**src/rtl/soa_pkg.sv**
```systemverilog
// Package for the Sieve of Atkin prime table: payload types, controller
// command/status structs, constants and mod-60 residue tests. No dependencies.
`timescale 1ns / 1ps
`default_nettype none
package soa_pkg;
   localparam int unsigned MaxNumberDefault = 65536;

   typedef enum logic {
      FUNC_BUILD = 1'b0,
      FUNC_QUERY = 1'b1
   } func_type;

   typedef struct packed {
      logic        func;
      logic [15:0] number;
   } req_type;

   typedef struct packed {
      logic is_prime;
      logic out_of_range;
      logic table_ready;
   } rsp_type;

   // controller -> datapath
   typedef struct packed {
      logic start_build;   // latch limit, reset build counters
      logic clear_step;    // clear one entry, advance
      logic form_step;     // one (x,y) form pass step
      logic square_step;   // one elimination step
      logic fix_step;      // one small-prime fixup step
      logic query_read;    // issue table read for query
      logic finish_build;  // record built limit
   } dp_cmd_type;

   // datapath -> controller
   typedef struct packed {
      logic clear_done;
      logic form_done;
      logic square_done;
      logic fix_done;
   } dp_status_type;

   function automatic logic res_a(input logic [5:0] r);
      return r == 6'd1 || r == 6'd13 || r == 6'd17 || r == 6'd29 ||
             r == 6'd37 || r == 6'd41 || r == 6'd49 || r == 6'd53;
   endfunction
   function automatic logic res_b(input logic [5:0] r);
      return r == 6'd7 || r == 6'd19 || r == 6'd31 || r == 6'd43;
   endfunction
   function automatic logic res_c(input logic [5:0] r);
      return r == 6'd11 || r == 6'd23 || r == 6'd47 || r == 6'd59;
   endfunction
endpackage
`default_nettype wire

```
**src/rtl/soa_ctrl.sv**
```systemverilog
// Build/query sequencer for the prime table. Depends on soa_pkg.
`timescale 1ns / 1ps
`default_nettype none
module soa_ctrl (
   input  wire logic                  clock,
   input  wire logic                  reset,
   input  wire logic                  req_valid,
   output logic                       req_stall,
   input  wire soa_pkg::req_type      req_data,
   output logic                       rsp_valid,
   input  wire logic                  rsp_stall,
   output logic                       is_query,
   output soa_pkg::dp_cmd_type        cmd,
   input  wire soa_pkg::dp_status_type stat
);
   import soa_pkg::*;

   typedef enum logic [6:0] {
      ST_IDLE   = 7'b0000001,
      ST_CLEAR  = 7'b0000010,
      ST_FORM   = 7'b0000100,
      ST_SQUARE = 7'b0001000,
      ST_FIX    = 7'b0010000,
      ST_QUERY  = 7'b0100000,
      ST_RESP   = 7'b1000000
   } state_type;

   state_type state_ff, state_in;
   logic      query_ff, query_in;
   logic      accept;

   assign accept    = req_valid && !req_stall;
   // ready again as soon as a pending result leaves
   assign req_stall = !(state_ff == ST_IDLE || (state_ff == ST_RESP && !rsp_stall));
   assign rsp_valid = state_ff == ST_RESP;
   assign is_query  = query_ff;

   always_comb begin
      state_in = state_ff;
      query_in = query_ff;
      cmd      = '0;
      case (state_ff)
         ST_IDLE, ST_RESP: begin
            if (state_ff == ST_RESP && !rsp_stall) state_in = ST_IDLE;
            if (accept) begin
               query_in = req_data.func == FUNC_QUERY;
               if (req_data.func == FUNC_QUERY) begin
                  cmd.query_read = 1'b1;
                  state_in = ST_QUERY;
               end else begin
                  cmd.start_build = 1'b1;
                  state_in = ST_CLEAR;
               end
            end
         end
         ST_CLEAR: begin
            cmd.clear_step = 1'b1;
            if (stat.clear_done) state_in = ST_FORM;
         end
         ST_FORM: begin
            cmd.form_step = 1'b1;
            if (stat.form_done) state_in = ST_SQUARE;
         end
         ST_SQUARE: begin
            cmd.square_step = 1'b1;
            if (stat.square_done) state_in = ST_FIX;
         end
         ST_FIX: begin
            cmd.fix_step = 1'b1;
            if (stat.fix_done) begin
               cmd.finish_build = 1'b1;
               state_in = ST_RESP;
            end
         end
         ST_QUERY: state_in = ST_RESP;
         default:  state_in = ST_IDLE;
      endcase
   end

   always_ff @(posedge clock) begin
      if (reset) begin
         state_ff <= ST_IDLE;
         query_ff <= 1'b0;
      end else begin
         state_ff <= state_in;
         query_ff <= query_in;
      end
   end

   a_onehot: assert property (@(posedge clock) disable iff (reset) $onehot(state_ff))
      else $error("state not one-hot");
   a_hold: assert property (@(posedge clock) disable iff (reset)
      rsp_valid && rsp_stall |=> rsp_valid)
      else $error("result dropped while stalled");
   a_noacc: assert property (@(posedge clock) disable iff (reset)
      (state_ff != ST_IDLE && state_ff != ST_RESP) |-> req_stall)
      else $error("accept while busy");
endmodule
`default_nettype wire

```
**config.mk**
```make
export PLATFORM = sky130hd
export DESIGN_NAME = soa_ctrl
export DESIGN_NICKNAME = d
export VERILOG_FILES = /design/src/rtl/soa_pkg.sv /design/src/rtl/soa_ctrl.sv
export SDC_FILE = /design/constraint.sdc
export NUM_CORES = 1
export LEC_CHECK = 0
export ABC_CLOCK_PERIOD_IN_PS = 2000
export BUFFER_PORTS_ARGS = -buffer_cell sky130_fd_sc_hd__buf_2
export CORE_ASPECT_RATIO = 1.25
export CORE_MARGIN = 2
export CORE_UTILIZATION = 25
export DETAILED_ROUTE_END_ITERATION = 7
export GPL_TIMING_DRIVEN = 0
export PLACE_DENSITY_LB_ADDON = 0.05
export SYNTH_ARGS = -nofsm -noshare
export SYNTH_HDL_FRONTEND = slang
export SYNTH_SLANG_ARGS = --single-unit
```
**constraint.sdc**
```tcl
create_clock -name clock -period 2 [get_ports clock]
set_input_delay 0 -clock clock [delete_from_list [all_inputs] [get_ports clock]]
set_output_delay 0 -clock clock [all_outputs]
set_load 0.01 [all_outputs]
```
==> results of run 1 <==
## area by class of cell
| cell class | count | area share, % |
|---|---|---|
| Buffer | 7 | 7.068 |
| Tap cell | 33 | 4.962 |
| Clock buffer | 3 | 2.707 |
| Multi-Input combinational cell | 58 | 49.47 |
| Sequential cell | 8 | 19.25 |
| Inverter | 6 | 2.707 |
| Timing Repair Buffer | 21 | 13.83 |
## per-stage QoR
| step | setup slack [ns] | cells |
|---|---|---|
| after floorplan | 0.2849 | 79 |
| after global placement | 0.1648 | 129 |
| after detailed placement | 0.1908 | 129 |
| after CTS | 0.09126 | 132 |
| after global routing | -0.01363 | 136 |
| final | 0.1184 | 136 |
## placed cells by master (no fill, tap or decap), types with 2 or more instances in the layout
cell and instances:
inv_1 6, nand2_1 6, nor4b_1 2, nor3_1 2
clkbuf_4 3, buf_6 4, a21oi_1 3, nand3_1 3
nor3b_1 5, buf_4 4, dfxtp_1 8, nor2_1 8
xnor2_1 2, mux2i_1 2, and2_1 2, or3_1 2
a31oi_1 2, buf_2 19
## cell usage after synthesis, types with 2 or more instances
library cell  count
dfxtp_1           8
nor2_1            8
inv_1             6
nand2_1           6
nor3b_1           5
a21oi_1           3
buf_2             3
buf_6             3
nand3_1           3
nor3_1            3
a31oi_1           2
and2_1            2
mux2i_1           2
nor4b_1           2
or3_1             2
xnor2_1           2
## critical path, cell delays in order (launching register included)
cell	delay [ns]
dfxtp_1	0.32
buf_6	0.12
or3b_4	0.39
a2111oi_4	0.46
nand3_1	0.15
inv_1	0.07
buf_2	0.12
## logic make-up after synthesis
| group | after synthesis | synth area share (%) |
|---|---|---|
| and+or+nand+nor | 42 | 41.92 |
| buffers and inverters | 13 | 11.97 |
| AOI/OAI and AO/OA | 12 | 14.57 |
| DFF | 8 | 25.55 |
| xor gates and xnor gates | 2 | 2.795 |
| muxes | 2 | 3.194 |
## path summary, 6_finish.rpt
path | from | to | slack, ns | cells after the start
hold reg to reg | is_query | is_query | 0.46 | 2
setup / recovery | state_ff[6] | cmd[1] | 0.12 | 6
hold / removal | req_data[16] | state_ff[5] | 0.02 | 3
setup reg to reg | state_ff[3] | state_ff[6] | 0.20 | 6
## routing by layer
| layer | track usage [%] | up-vias | share of wire [%] |
|---|---|---|---|
| li1 | - | 339 | - |
| met1 | 15.70 | 295 | 45 |
| met2 | 22.11 | 13 | 49 |
| met3 | 3.250 | 2 | 4.9 |
| met4 | 6.122 | 0 | 0.62 |
| met5 | 0 | - | 0 |
## flip-flops by register name, indices dropped and copies added, names as in the netlist
name / count
is_query: 1
state_ff: 7
## power by group through the flow
stage | clock network (uW) | registers (uW) | logic (uW)
after global placement | 0 | 180 | 221
after floorplan | 0 | 181 | 164
final | 119 | 177 | 263
after CTS | 128 | 176 | 233
after global routing | 142 | 178 | 291
after detailed placement | 0 | 180 | 221
## what timing repair did
item / 4_1_cts / 5_1_grt
setup endpoints to repair: 2 / 5
pin swaps: 0 / 2
endpoints found under the hold margin: 0 / 0
gates resized for setup: 1 / 5
buffers inserted: 0 / 4
==> impl_results.md, run 1 <==
* Design Power at 558.5 uW
* Global-route wire length before repair at 2904 um
* Clock power frac at 21.4%
* Finished Core Util at 34.64%
* Detailed Route Iter0 Violations at 8
* Layout cell share with drive strength beyond 1 at 35.92%
* Final Skew at 0.001961 ns
* Clock Sinks at 8
* Main area contributors after synthesis: dfxtp_1 26%, nor3b_1 6.0%, buf_6 5.4%
* Setup Viol. Count Final at 0
* Post-Place Cell Area at 753.2 sq um
* Clk buf depth at 2
* Hold slack at 0.01802 ns
* Peak Freq at 531.5 MHz
* Initial Util at 26.09%
* Vias at 649
* Synth Flop Type: dfxtp_1
* Register cell area after layout at 160.2 sq um
* Vias per cell at 4.772
* Type of origin of the critical path: flip-flop
* Initial antenna violation count at 0
* Setup TNS Final at 0 ns
* Final period util at 94.08%
* Min Tclk post-route at 1.882 ns
* CP required at 2.00 ns
* Reg clk slew, reported paths at 0.05 ns
* Seq cells post-synth at 8
* Design area at 832.0 sq um
* N_diodes at 0
* Post-synth EDFFs at 0
* Core box area at 2402 sq um
* Gate power share at 47.0%
* Net Sw Frac at 33.59%
* Fin nets at 130
* Drt first pass iters at 3
* FILL cells at 295
* YS warnings at 0
* Sequential area share after synthesis at 25.55%
* Area occupied by multi-input gates at 411.6 sq um
* CTS tree: built
* Hold-fix buffers at CTS at 0
* Syn Inst Count at 79
* IO Pins at 35
* Status: finished, final reports clean
* Slew Limit Fails at 0
* Worst skew pair latency at 0.25 ns
* Vias in the first global route at 640
* Pint at 370.9 uW
* Rows at 20
* Final wirelength at 1624 um
* Share of the synthesized area in the top cell type at 25.55%
* Distinct cells, synth at 35
* Synth Area per Inst at 7.935 sq um
* Pwr Density at 671.2 nW/um^2
* Die Ht at 59.99 um
* Rel. slew slack at 71.88%
* CTS root buf: clkbuf_4
* Total track usage at 13.08%
* Grt ovf at 0
* Cell taking the most area after synthesis: dfxtp_1
* Slew @ Worst Pin at 0.4183 ns
* Die Area at 2926 sq um
* Largest net degree at the start of global routing at 11
* Hold Crit Class: input pin to flip-flop
* Layout Area Growth over Synthesis at 32.73%
* Gpl congestion at 0.7944
* Die Span X at 48.79 um
* Syn Nets at 104
* Crit end category: primary output
* Critical path fanouts, max at 9
* Mapped cell area at 626.9 sq um
* # H-tree levels at 1
* Peak supply drop at 0.3547 mV
* LEAKAGE at 0.0003811 uW
* Max Cap Viol at 0
* DRT antenna net count at 0
* WL per Instance at 11.94 um
* Net Switching at 187.6 uW
* Post-DP HPWL at 1265 um
* PortBufs at 17
* CTS Buf Count at 3
* Arr. time, crit path at 1.88 ns
* Share of flip-flops with an asynchronous set or reset at 0%
* Flop pwr share at 31.6%
* Final hold vios at 0
* DRC Markers at 0
* Crit Path Class: flip-flop to primary output
No activity file was read; power rests on OpenSTA's default activity.
==> inputs of run 2 (changes only) <==
==> constraint.sdc (replaced) <==
create_clock -name clock -period 2 [get_ports clock]
set_input_delay 0.1 -clock clock [delete_from_list [all_inputs] [get_ports clock]]
set_output_delay 0.1 -clock clock [all_outputs]
set_load 0.01 [all_outputs]
==> run 2 against run 1 <==
  * Worst setup slack got worse by 0.017 ns
  * Cell area increased by 3.9%
  * Combinational power is essentially flat
  * Register-to-register slack got worse by 0.03 ns
  * First-iteration DRC count is 25% lower
  * Via count is 1.4% higher
  * Core utilization up 1.4 points
  * Largest cell class unchanged
==> impl_results.md, run 2 (same netlist as run 1, synthesis figures left out) <==
* Status: finished, final reports clean
* CTS Buf Count at 3
* Total track usage at 13.29%
* R2r startpoint: state_ff[0]
* Initial Util at 26.09%
* Finished Core Util at 35.99%
* Leading cell types in the layout, fill and taps excluded: 18 x buf_2, 8 x nor2_1, 8 x buf_4
* R2R cell count at 7
* Type of origin of the critical path: flip-flop
* Rel. slew slack at 71.49%
* WL per Instance at 12.35 um
* Clk buf depth at 2
* Drt first pass iters at 4
* Worst skew pair latency at 0.25 ns
* Clock power frac at 20.9%
* Layout Area Growth over Synthesis at 37.92%
* Layout cell share with drive strength beyond 1 at 40.57%
* Die Span X at 48.79 um
* LEAKAGE at 0.0003950 uW
* CP required at 1.90 ns
* Dpl cells at 129
* Hold Crit Class: input pin to flip-flop
* Setup crit start: state_ff[6]
* Vias at 658
* Gate power share at 46.9%
* Design area at 864.6 sq um
* Vias in the first global route at 655
* Most common cell after layout, fill and taps aside: buf_2
* Net Switching at 189.9 uW
* Crit end category: primary output
* R2R setup slack at 0.17 ns
* RSZ-0062 raised after global routing: yes
* Post-Place Cell Area at 753.2 sq um
* Non-filler cells, final at 139
* # H-tree levels at 1
* Area occupied by multi-input gates at 416.7 sq um
* Reg clk slew, reported paths at 0.05 ns
* End point of the critical path: cmd[6]
* Largest register FFs at 7
* Pint at 377.6 uW
* Post-DP HPWL at 1265 um
* Global-route wire length before repair at 2960 um
* Top reg by flops: state_ff
* Gpl congestion at 0.7944
* DRT antenna net count at 0
* Critical path fanouts, max at 5
* Initial antenna violation count at 0
* Hold slack at 0.1179 ns
* Vias per cell at 4.734
* Hold-fix buffers at CTS at 0
* Slew Limit Fails at 0
* DRC Markers at 0
* Fin nets at 133
* N_diodes at 0
* Arr. time, crit path at 1.80 ns
* CTS root buf: clkbuf_4
* Clock Sinks at 8
* Slew @ Worst Pin at 0.4242 ns
* Final wirelength at 1716 um
* Grt ovf at 0
* CTS tree: built
* Rows at 20
* Flop pwr share at 32.2%
* Setup Viol. Count Final at 0
* PortBufs at 17
* Crit Path Class: flip-flop to primary output
* Peak Freq at 526.6 MHz
* Final Skew at 0.0009041 ns
* Net Sw Frac at 33.46%
* Setup TNS Final at 0 ns
* Min Tclk post-route at 1.899 ns
* Detailed Route Iter0 Violations at 6
* Core box area at 2402 sq um
* Final hold vios at 0
* IO Pins at 35
* Peak supply drop at 0.3151 mV
* Register cell area after layout at 162.7 sq um
* Pwr Density at 656.4 nW/um^2
* Max Cap Viol at 0
* FILL cells at 290
* Die Area at 2926 sq um
* Worst flop-to-flop path endpoint: state_ff[6]
* Die Ht at 59.99 um
* Final period util at 94.95%
* Largest net degree at the start of global routing at 11
## run 2: cell count changes in the layout (fill, tap and decap cells not counted), sizes merged
cell	delta
buf	+3
## run 2: power groups by stage
stage	logic [uW]	clock network [uW]	registers [uW]
3_3_place_gp	221	0	180
2_1_floorplan	164	0	181
5_1_grt	295	140	185
3_5_place_dp	221	0	180
6_report	266	119	183
4_1_cts	239	128	177
## run 2: repair_timing
item / CTS / global route
buffers inserted: 2 / 6
resized for setup: 4 / 4
pin swaps: 2 / 4
hold endpoints to repair: 0 / 0
setup endpoints to repair: 2 / 6
## run 2: layer usage
layer	routed length (um)	vias up	GRT usage, %	part of all wire [%]
met3	80	2	3.250	4.7
met2	878	13	22.50	51
li1	-	344	-	-
met4	10	0	6.122	0.58
met1	745	299	16.01	43
met5	0	-	0	0
## run 2: worst min-delay path by stage
stage	end	cells after the start	slack, ns	from
3_3_place_gp	state_ff[5]	3	0.37	req_data[16]
2_1_floorplan	state_ff[5]	2	0.24	req_data[16]
5_1_grt	state_ff[5]	3	0.14	req_data[16]
3_5_place_dp	state_ff[5]	3	0.37	req_data[16]
6_report	state_ff[5]	3	0.12	req_data[16]
4_1_cts	state_ff[5]	3	0.11	req_data[16]
## run 2: layout make-up
class	count	share of cell area, %
timing repair buffer	25	16.79
buffer	6	6.223
clock buffer	3	2.605
multi-input combinational	58	48.19
sequential	8	18.81
tap	33	4.776
inverter	6	2.605
## run 2: worst max-delay path, cell delays in order, from the launching register on
cell       delay, ns
dfxtp_2         0.31
buf_6           0.11
buf_4           0.13
nand2b_1        0.19
a2111oi_4       0.47
nand3_1         0.15
inv_1           0.07
buf_2           0.12
## run 2: metrics by stage
| step | worst slack (ns) | total power, uW |
|---|---|---|
| global route | -0.03070 | 620.2 |
| detailed placement | 0.1652 | 400.7 |
| CTS | 0.001251 | 543.6 |
| floorplan | 0.2849 | 344.9 |
| global placement | 0.1648 | 400.5 |
| finish | 0.1010 | 567.5 |
